===== config.mk =====
export PLATFORM = sky130hd
export DESIGN_NAME = tmt_ctrl
export DESIGN_NICKNAME = d
export VERILOG_FILES = /design/src/tmt_pkg.sv /design/src/tmt_ctrl.sv
export SDC_FILE = /design/constraint.sdc
export NUM_CORES = 1
export LEC_CHECK = 0
export BUFFER_PORTS_ARGS = -buffer_cell sky130_fd_sc_hd__buf_2
export CAP_MARGIN = 25
export CORE_AREA = 2 2 39 41
export CTS_BUF_LIST = sky130_fd_sc_hd__clkbuf_4
export CTS_CLUSTER_SIZE = 20
export DETAILED_ROUTE_END_ITERATION = 16
export DIE_AREA = 0 0 41 43
export PLACE_DENSITY = 0.53
export SETUP_SLACK_MARGIN = 0.2
export SLEW_MARGIN = 20
export SYNTH_ARGS = -nofsm -noshare
export SYNTH_HDL_FRONTEND = slang
export SYNTH_SLANG_ARGS = --single-unit

===== constraint.sdc =====
create_clock -name clk_i -period 2.3 [get_ports clk_i]
set_input_delay 0.345 -clock clk_i [delete_from_list [all_inputs] [get_ports clk_i]]
set_output_delay 0.345 -clock clk_i [all_outputs]
set_load 0.02 [all_outputs]

===== src/tmt_pkg.sv =====
`timescale 1ns / 1ps
// ----------------------------------------------------------------------------
// tmt_pkg: shared types and constants of the terminus/endpoint mapping table
// Request and status codes, field widths and the control/status bundles
// exchanged between the controller and the datapath.
// ----------------------------------------------------------------------------
package tmt_pkg;

  localparam int unsigned TableDepthDef = 256;
  localparam int unsigned IdW           = 8;
  localparam int unsigned CountW        = 9;
  localparam int unsigned PairW         = 2 * IdW;

  typedef enum logic [1:0] {
    REQ_MAP    = 2'd0,
    REQ_UNMAP  = 2'd1,
    REQ_LOOKUP = 2'd2
  } req_e;

  typedef enum logic [1:0] {
    ST_OK        = 2'd0,
    ST_FULL      = 2'd1,
    ST_NOT_FOUND = 2'd2
  } status_e;

  // Controller to datapath
  typedef struct packed {
    logic    cap_req;     // latch request, restart scan
    logic    scan;        // issue next scan read, compare previous
    logic    cap_hit;     // latch index and endpoint of the matching entry
    logic    shift;       // move one entry down during unmap
    logic    load_res;    // load the result register
    logic    append;      // write request pair at the end of the table
    logic    remove;      // drop the last entry after a shift
    logic    res_hit_ep;  // result carries the captured endpoint
    status_e res_status;
  } tmt_cmd_t;

  // Datapath to controller
  typedef struct packed {
    logic [1:0] req_type;
    logic       cnt_zero;
    logic       full;
    logic       cmp_vld;
    logic       cmp_hit;
    logic       cmp_last;
    logic       shift_done;
    logic       out_busy;
  } tmt_sts_t;

endpackage


===== src/tmt_ctrl.sv =====
`timescale 1ns / 1ps
// ----------------------------------------------------------------------------
// tmt_ctrl: request sequencer of the mapping table
// Walks a request through scan, optional shift and result load.
// ----------------------------------------------------------------------------
module tmt_ctrl (
  input  logic               clk_i,
  input  logic               rst_ni,
  input  logic               req_valid_i,
  output logic               req_ready_o,
  output tmt_pkg::tmt_cmd_t  cmd_o,
  input  tmt_pkg::tmt_sts_t  sts_i
);
  import tmt_pkg::*;

  localparam logic [2:0] StIdle  = 3'd0;
  localparam logic [2:0] StScan  = 3'd1;
  localparam logic [2:0] StShift = 3'd2;
  localparam logic [2:0] StDrain = 3'd3;
  localparam logic [2:0] StFin   = 3'd4;

  logic [2:0] state_q, state_d;
  logic       hit_q, hit_d;
  logic       kind_ok;

  assign kind_ok = (sts_i.req_type == REQ_MAP) || (sts_i.req_type == REQ_UNMAP) ||
                   (sts_i.req_type == REQ_LOOKUP);

  always_comb begin
    state_d          = state_q;
    hit_d            = hit_q;
    cmd_o            = '0;
    cmd_o.res_status = ST_OK;
    req_ready_o      = 1'b0;
    unique case (state_q)
      StIdle: begin
        req_ready_o = 1'b1;
        if (req_valid_i) begin
          cmd_o.cap_req = 1'b1;
          hit_d         = 1'b0;
          state_d       = StScan;
        end
      end
      StScan: begin
        if (!kind_ok || sts_i.cnt_zero) begin
          state_d = StFin;
        end else begin
          cmd_o.scan = 1'b1;
          if (sts_i.cmp_vld && sts_i.cmp_hit) begin
            cmd_o.cap_hit = 1'b1;
            hit_d         = 1'b1;
            state_d       = (sts_i.req_type == REQ_UNMAP) ? StShift : StFin;
          end else if (sts_i.cmp_vld && sts_i.cmp_last) begin
            state_d = StFin;
          end
        end
      end
      StShift: begin
        cmd_o.shift = 1'b1;
        if (sts_i.shift_done) begin
          state_d = StDrain;
        end
      end
      StDrain: begin
        state_d = StFin;
      end
      StFin: begin
        if (!sts_i.out_busy) begin
          cmd_o.load_res = 1'b1;
          state_d        = StIdle;
          unique case (sts_i.req_type)
            REQ_MAP: begin
              if (!hit_q) begin
                if (sts_i.full) begin
                  cmd_o.res_status = ST_FULL;
                end else begin
                  cmd_o.append = 1'b1;
                end
              end
            end
            REQ_UNMAP: begin
              cmd_o.remove = hit_q;
            end
            REQ_LOOKUP: begin
              if (hit_q) begin
                cmd_o.res_hit_ep = 1'b1;
              end else begin
                cmd_o.res_status = ST_NOT_FOUND;
              end
            end
            default: begin
              cmd_o.res_status = ST_OK;
            end
          endcase
        end
      end
      default: begin
        state_d = StIdle;
      end
    endcase
  end

  always_ff @(posedge clk_i or negedge rst_ni) begin
    if (!rst_ni) begin
      state_q <= StIdle;
      hit_q   <= 1'b0;
    end else begin
      state_q <= state_d;
      hit_q   <= hit_d;
    end
  end

endmodule


==> results of run 1 <==
## how the worst max path moves through the flow
stage	from	to	slack, ns	cells past startpoint
6_report	state_q[1]$_DFFE_PN0P_	cmd_o[0]	0.13	4
4_1_cts	state_q[1]$_DFFE_PN0P_	cmd_o[0]	0.10	4
2_1_floorplan	state_q[1]$_DFFE_PN0P_	cmd_o[0]	0.28	3
5_1_grt	state_q[1]$_DFFE_PN0P_	cmd_o[0]	0.06	4
3_5_place_dp	state_q[0]$_DFFE_PN0P_	cmd_o[0]	0.27	4
3_3_place_gp	state_q[0]$_DFFE_PN0P_	cmd_o[0]	0.28	4
## layout make-up
type	count	area, um2
Clock buffer	3	22.5
Fill cell	164	876
Inverter	4	15.0
Multi-Input combinational cell	29	198
Sequential cell	4	103
Tap cell	16	20.0
Timing Repair Buffer	26	150
## through the flow
step | instances | setup WS, ns | hold WS, ns
2_1_floorplan | 37 | 0.277 | 0.0494
3_3_place_gp | 76 | 0.284 | 0.153
3_5_place_dp | 76 | 0.273 | 0.153
4_1_cts | 82 | 0.103 | 0.364
5_1_grt | 82 | 0.0645 | 0.357
6_report | 82 | 0.134 | 0.360
## state kept, by name, indices dropped and copies added, names as in the netlist
register,flops
hit_q,1
state_q,3
## layer usage
metal	vias to the layer above	global-route usage, %	routed length [um]
met4	0	4.00	0
met5	-	0	0
li1	194	-	-
met3	0	4.71	87
met1	170	11.1	327
met2	17	17.5	416
## critical path, stage by stage, from the launching register on
cell and delay, ns:
dfrtp_1 0.37, or4b_4 0.54, or3_4 0.36, nor3b_2 0.16
buf_4 0.15
## layout by cell type (no fill, tap or decap), drive strengths merged
master	n
buf	25
inv	4
dfrtp	4
nor2	3
clkbuf	3
nor3b	3
nor2b	2
nand2	2
nand3	2
and2	2
nand4	2
nor3	2
or4b	1
or3	1
and3	1
nor4	1
o21ai	1
a32o	1
or2b	1
a21oi	1
mux2i	1
o31ai	1
o22ai	1
dlygate4sd3	1
## logic make-up after synthesis
group | share of synthesized area, %
simple gates | 48.4
compound gates | 11.0
flops | 32.5
buf+inv | 4.88
mux | 3.25
## power groups by stage
stage          clock network, mW  registers (mW)  logic, mW
2_1_floorplan                  0           0.114      0.108
6_report                  0.0878           0.113      0.186
5_1_grt                   0.0962           0.116      0.206
4_1_cts                   0.0901           0.111      0.187
3_5_place_dp                   0           0.120      0.160
3_3_place_gp                   0           0.120      0.159
## timing repair
item	in CTS	in global routing
endpoints found under the hold margin	4	0
setup endpoints to repair	3	3
buffers inserted	2	0
pin swaps	1	2
hold buffers	1	0
gates resized for setup	4	1
==> metrics.yaml, run 1 <==
p_sw_share_pct: 39.4
power.total_mw: 0.387
fin_area_um2: 508
hold_end: "state_q[2]$_DFFE_PN0P_"
synth_ff_type: "dfrtp_1"
final.min_clock_period_ns: 2.17
reg2reg_depth: 4
reg2reg_from: "state_q[1]$_DFFE_PN0P_"
grt_setup_unrepaired: "true"
grt_overflow: 0
run_status: "finished clean"
peakVddDrop_v: 0.000362
cts_root_buf: "clkbuf_4"
h-tree-depth: 1
dieArea_mm2: 0.00176
antenna_cells: 0
postLayoutCoreUtil_pct: 36.7
async_flop_share_pct: 100
die_x_um: 41
slew_headroom_pct: 83.4
cts_tree: "done"
rrSetupSlack_ns: 0.98
crit_path_end_kind: "primary output"
finClkSkew_ns: 0.00696
finalHoldViolations: 0
total_leakage_power_nw: 0.265
critPathRequiredTime_ns: 1.96
holdPathStages: 2
p_int_mw: 0.235
cts.sinks: 4
synth_top_area_share_pct: 32.5
synthTopCellsByArea: "dfrtp_1, inv_1, nor3b_1"
yosys_warnings: 0
grt_pass1_wl_um: 1250
fmax_mhz: 462
cp.arrival_ns: 1.82
syn_area_um2: 308
wl_um: 832
num_io_pins: 23
startpoint_type: "flop"
cts_buffers: 3
rows: 14
detail-route-antenna-nets: 0
worstHoldStart: "sts_i[0]"
dpl-instance-area_um2: 450
wl_per_cell_um: 10.1
coreArea_mm2: 0.00138
drc: 0
vias: 381
tightest_slew_ns: 0.249
synth_edf_count: 0
drt-initial-drc-count: 4
pwr-share-clk_pct: 22.7
path_class: "reg2out"
drt_pass1_iterations: 2
fin_crit_sh_pct: 94.2
grt_pass1_vias: 329
dp_hpwl_um: 674
vias_per_cell: 4.65
start_util_pct: 22.2
setup_tns_ns: 0
gp_congestion: 0.783
grt_use_total_pct: 10.6
syn_to_final_growth_pct: 65.0
cts_max_path_buffers: 2
drv_slew: 0
hp-class: "in2reg"
synth_cell_type_count: 22
die_h_um: 43
drv_cap: 0
synth_seq_cells: 4
synth_largest_area_cell: "dfrtp_1"
clk_latency_ns: 0.24
combPwrFrac_pct: 48.1
ys_seq_area_share_pct: 32.5
synthCells: 37
syn_avg_cell_area_um2: 8.32
seqPwrFrac_pct: 29.2
synth_fp_nets: 49
antenna_found_initial: 0
crit_path_max_fanout: 3
setup_violations: 0
p_sw_mw: 0.152
synth_common_cells: "dfrtp_1, inv_1, nor2_1"
powerDensity_mw_per_mm2: 762
final_layout_size_suffix_gt1_share_pct: 51.5
io_buffers: 22
grt_max_degree: 8
r2r-end: "state_q[2]$_DFFE_PN0P_"
path_clk_slew_ns: 0.04
nets: 80
Note: power is estimated with default switching activity, not from simulation.
==> inputs of run 2 (changes only) <==
--- a/config.mk
+++ b/config.mk
@@ -5,6 +5,7 @@
 export SDC_FILE = /design/constraint.sdc
 export NUM_CORES = 1
 export LEC_CHECK = 0
+export ABC_CLOCK_PERIOD_IN_PS = 2300
 export BUFFER_PORTS_ARGS = -buffer_cell sky130_fd_sc_hd__buf_2
 export CAP_MARGIN = 25
 export CORE_AREA = 2 2 39 41
@@ -13,6 +14,7 @@
 export DETAILED_ROUTE_END_ITERATION = 16
 export DIE_AREA = 0 0 41 43
 export PLACE_DENSITY = 0.53
+export RECOVER_POWER = 100
 export SETUP_SLACK_MARGIN = 0.2
 export SLEW_MARGIN = 20
 export SYNTH_ARGS = -nofsm -noshare
==> run 2 against run 1 <==
Flip-flop and latch count stayed put. Wire length shrank 0.36%. Clock skew is the same. Clock power barely moved. Count of clock-buffer cells in the layout is the same. Maximum frequency down 0.87%. Largest cell class unchanged.
==> metrics.yaml, run 2 (synthesized netlist as in run 1, its figures left out) <==
regArea_um2: 103
fmax_mhz: 458
num_io_pins: 23
drt_pass1_iterations: 2
pwr-share-clk_pct: 23.1
rrSetupSlack_ns: 0.95
io_buffers: 22
r2r-end: "state_q[2]$_DFFE_PN0P_"
cts_root_buf: "clkbuf_4"
fin_cells: 82
drv_cap: 0
setup_violations: 0
path_clk_slew_ns: 0.04
setup_slack_ns: 0.115
p_sw_mw: 0.153
die_x_um: 41
holdPathStages: 2
dp_hpwl_um: 674
cts.sinks: 4
rows: 14
nets: 80
crit_path_end_kind: "primary output"
mostFrequentLayoutCells: "buf_2, clkbuf_1, inv_1"
gp_congestion: 0.783
reg2reg_depth: 4
reg2reg_from: "state_q[1]$_DFFE_PN0P_"
cts_tree: "done"
cts_buffers: 3
drc: 0
drt-initial-drc-count: 3
grt_setup_unrepaired: "true"
finClkSkew_ns: 0.00696
antenna_found_initial: 0
dp.cells: 76
startpoint_type: "flop"
wl_per_cell_um: 10.1
grt_use_total_pct: 10.6
vias: 382
layout.cells.most_common: "buf_2"
h-tree-depth: 1
wl_um: 829
drv_slew: 0
worstHoldStart: "sts_i[0]"
hp-class: "in2reg"
total_leakage_power_nw: 0.227
clk_latency_ns: 0.24
cts_max_path_buffers: 2
setup_tns_ns: 0
syn_to_final_growth_pct: 58.1
hold_end: "state_q[2]$_DFFE_PN0P_"
grt_overflow: 0
cp.arrival_ns: 1.84
finalHoldViolations: 0
final.min_clock_period_ns: 2.18
fill_cells: 170
grt_pass1_vias: 329
grt_pass1_wl_um: 1250
detail-route-antenna-nets: 0
dp_worst_setup_slack_ns: 0.273
coreArea_mm2: 0.00138
powerDensity_mw_per_mm2: 780
path_class: "reg2out"
multi_input_area_um2: 198
p_sw_share_pct: 40.3
antenna_cells: 0
grt_max_degree: 8
start_util_pct: 22.2
slew_headroom_pct: 83.4
seqPwrFrac_pct: 29.8
peakVddDrop_v: 0.000362
largest-register: "state_q"
vias_per_cell: 4.66
final_layout_size_suffix_gt1_share_pct: 37.9
fin_crit_sh_pct: 95.0
tightest_slew_ns: 0.248
combPwrFrac_pct: 47.0
critPathRequiredTime_ns: 1.96
dieArea_mm2: 0.00176
p_int_mw: 0.227
die_h_um: 43
largest_reg_flops: 3
reg_top3: "state_q (3), hit_q (1)"
power.total_mw: 0.380
run_status: "finished clean"
crit_path_max_fanout: 3
run 2: cell types whose count changed in the layout (fill, tap and decap cells not counted):
| cell | delta |
|---|---|
| and2_0 | +1 |
| and2_1 | -1 |
| buf_2 | -8 |
| buf_4 | -4 |
| clkbuf_1 | +9 |
| clkbuf_2 | +3 |
run 2: worst max-delay path, stage by stage, from the launching register on:
cell and delay [ns]:
dfrtp_1 0.37, or4b_4 0.54, or3_4 0.36, nor3b_2 0.15
clkbuf_2 0.18
run 2: per-layer routing:
metal	vias to the layer above	track usage, %	wire length, um
met2	17	17.5	415
li1	193	-	-
met1	172	11.1	326
met4	0	4.00	0
met3	0	4.71	86
met5	-	0	0
run 2: worst max-delay path by stage:
stage,start,depth (start not counted),to
finish,state_q[1]$_DFFE_PN0P_,4,cmd_o[0]
global route,state_q[1]$_DFFE_PN0P_,4,cmd_o[0]
CTS,state_q[1]$_DFFE_PN0P_,4,cmd_o[0]
detailed placement,state_q[0]$_DFFE_PN0P_,4,cmd_o[0]
global placement,state_q[0]$_DFFE_PN0P_,4,cmd_o[0]
floorplan,state_q[1]$_DFFE_PN0P_,3,cmd_o[0]
run 2: power by group through the flow:
| stage | sequential (mW) | clock (mW) | combinational (mW) |
|---|---|---|---|
| floorplan | 0.114 | 0 | 0.108 |
| global placement | 0.120 | 0 | 0.159 |
| global route | 0.116 | 0.0962 | 0.198 |
| finish | 0.113 | 0.0878 | 0.179 |
| CTS | 0.111 | 0.0901 | 0.187 |
| detailed placement | 0.120 | 0 | 0.160 |
run 2: metrics by stage:
step                      hold slack (ns)  cell area [um2]  utilization (%)
after detailed placement            0.153              450             32.5
after global placement              0.153              450             32.5
after global routing                0.357              487             35.2
after CTS                           0.364              507             36.6
after floorplan                    0.0494              313                -
final                               0.360              487             35.2
run 2: what timing repair did:
item	CTS	global route
hold buffers	1	0
resized for setup	4	1
pin swaps	1	2
buffers inserted	2	0
setup endpoints to repair	3	3
endpoints found under the hold margin	4	0
run 2: layout make-up:
type	instances	share of cell area, %
clock buffer	3	4.63
inverter	4	3.08
multi-input combinational	29	40.6
sequential	4	21.1
tap	16	4.11
timing repair buffer	26	26.5
==> inputs of run 3 (changes only) <==
--- a/config.mk
+++ b/config.mk
@@ -5,6 +5,7 @@
 export SDC_FILE = /design/constraint.sdc
 export NUM_CORES = 1
 export LEC_CHECK = 0
+export ABC_AREA = 1
 export ABC_CLOCK_PERIOD_IN_PS = 2300
 export BUFFER_PORTS_ARGS = -buffer_cell sky130_fd_sc_hd__buf_2
 export CAP_MARGIN = 25
@@ -13,7 +14,7 @@
 export CTS_CLUSTER_SIZE = 20
 export DETAILED_ROUTE_END_ITERATION = 16
 export DIE_AREA = 0 0 41 43
-export PLACE_DENSITY = 0.53
+export PLACE_DENSITY = 0.58
 export RECOVER_POWER = 100
 export SETUP_SLACK_MARGIN = 0.2
 export SLEW_MARGIN = 20
==> run 3 against run 2 <==
Register-to-register slack better by 0.14 ns. First-iteration DRC count is 67% lower. Critical endpoint unchanged. Sequential share of layout area is 1.8 points lower. Largest power group unchanged.
==> metrics.yaml, run 3 <==
io_buffers: 22
synthAdderAreaFrac_pct: 0
syn_to_final_growth_pct: 39.4
syn_avg_cell_area_um2: 6.30
synth_most_common_cell: "nand2_1"
dieArea_mm2: 0.00176
drv_slew: 0
grt_pass1_vias: 367
synth_mux_area_share_pct: 0
critPathRequiredTime_ns: 1.96
path_clk_slew_ns: 0.04
synth_top_area_share_pct: 26.9
finalHoldViolations: 0
vias: 439
grt_max_degree: 7
synth_top_family_by_area: "simple AND/OR/NAND/NOR gates"
vias_per_cell: 4.35
yosys_warnings: 0
drv_cap: 0
cts_resized: 0
syn_area_um2: 372
fill_cells: 172
hp-class: "in2reg"
die_x_um: 41
synth_largest_area_cell: "dfrtp_1"
holdPathStages: 3
grt_overflow: 0
synth_seq_cells: 4
antenna_found_initial: 0
final.min_clock_period_ns: 1.89
drt_pass1_iterations: 4
largest_reg_flops: 3
synthCells: 59
die_h_um: 43
dp.cells: 97
ys_seq_area_share_pct: 26.9
fmax_mhz: 529
coreArea_mm2: 0.00138
fin_hold_ws_ns: 0.451
run_status: "finished clean"
nets: 99
rows: 14
synth_xor_area_share_pct: 0
slew_headroom_pct: 83.1
clk_latency_ns: 0.23
grt_setup_unrepaired: "false"
cp.arrival_ns: 1.55
largest-register: "state_q"
cts_root_buf: "clkbuf_4"
cts_tree: "done"
synth_fp_nets: 71
layout.cells.most_common: "nand2_1"
synth-simple-area-share_pct: 57.9
drc: 0
cts_buffers: 3
setup_violations: 0
drt-initial-drc-count: 1
setup_tns_ns: 0
dp_hpwl_um: 732
antenna_cells: 0
wl_um: 847
crit_path_end_kind: "primary output"
synth_compound_area_share_pct: 4.04
h-tree-depth: 1
synth_edf_count: 0
start_util_pct: 26.9
grt_use_total_pct: 11.1
multi_input_area_um2: 228
crit_path_max_fanout: 5
fin_cells: 101
gp_congestion: 0.708
synthTopCellsByArea: "dfrtp_1, nand2_1, inv_1"
startpoint_type: "flop"
path_class: "reg2out"
final_layout_size_suffix_gt1_share_pct: 25.9
wl_per_cell_um: 8.39
fin_crit_sh_pct: 82.2
async_flop_share_pct: 100
ctsHoldBuffers: 1
regArea_um2: 100
detail-route-antenna-nets: 0
cts_max_path_buffers: 2
powerDensity_mw_per_mm2: 876
reg2reg_depth: 4
peakVddDrop_v: 0.000404
post_cts_buffers: 0
num_io_pins: 23
mostFrequentLayoutCells: "nand2_1, buf_2, clkbuf_1"
cts.sinks: 4
total_leakage_power_nw: 0.287
synth_common_cells: "nand2_1, inv_1, nand3_1, nor2_1, dfrtp_1"
tightest_slew_ns: 0.253
reg_top3: "state_q (3), hit_q (1)"
synth_ff_type: "dfrtp_1"
grt_pass1_wl_um: 1280
synth_cell_type_count: 17
finClkSkew_ns: 0.00118
run 3: cell types whose count changed after synthesis, sizes merged, moves of 2 or more:
cell / delta
nand3: +4
and2: -2
nand2: +17
nor2: +6
nand4: -2
nor3b: -2
inv: +7
nor2b: -2
run 3: cell type report:
cell class | instances | area share (%)
multi-input cells | 44 | 44.0
repair buffers | 23 | 20.5
flip-flops and latches | 4 | 19.3
inverters | 11 | 7.97
clock buffers | 3 | 4.35
well taps | 16 | 3.86
run 3: critical path, stage by stage (launching register included):
cell,delay (ns)
dfrtp_1,0.43
nor2_1,0.22
nand2_2,0.10
nor2_4,0.11
nand2_2,0.07
nor3b_2,0.15
clkbuf_1,0.24
run 3: cell families (layout without fill, tap and decap cells):
| logic type | count (synthesis) | after routing |
|---|---|---|
| compound gates | 3 | 3 |
| buf+inv | 11 | 37 |
| flops | 4 | 4 |
| simple gates | 41 | 41 |
run 3: final timing paths:
path	startpoint	endpoint	slack (ns)
setup / recovery	state_q[1]$_DFFE_PN0P_	cmd_o[0]	0.41
hold / removal	sts_i[0]	state_q[2]$_DFFE_PN0P_	0.45
setup reg to reg	state_q[2]$_DFFE_PN0P_	state_q[2]$_DFFE_PN0P_	1.09
hold reg to reg	hit_q$_DFFE_PN0P_	hit_q$_DFFE_PN0P_	0.51
max in group asynchronous	rst_ni	state_q[2]$_DFFE_PN0P_	1.65
min in group asynchronous	rst_ni	state_q[1]$_DFFE_PN0P_	0.47
run 3: routing by layer:
layer	wire length (um)	global-route usage, %
met1	375	11.5
met2	378	17.5
met3	77	3.66
met4	16	8.00
met5	0	0
run 3: power breakdown:
part	total, mW	leakage (nW)	internal [mW]	switching [mW]
combinational	0.243	0.221	0.0799	0.164
sequential	0.126	0.0528	0.0939	0.0319
clock	0.0843	0.0138	0.0582	0.0261
run 3: through the flow:
step / power, mW / setup slack [ns] / util [%] / area (um2)
2_1_floorplan: 0.312 / 0.557 / - / 372
3_3_place_gp: 0.380 / 0.786 / 36.3 / 502
3_5_place_dp: 0.380 / 0.756 / 36.3 / 502
4_1_cts: 0.471 / 0.499 / 38.6 / 534
5_1_grt: 0.499 / 0.269 / 37.4 / 518
6_report: 0.454 / 0.409 / 37.4 / 518
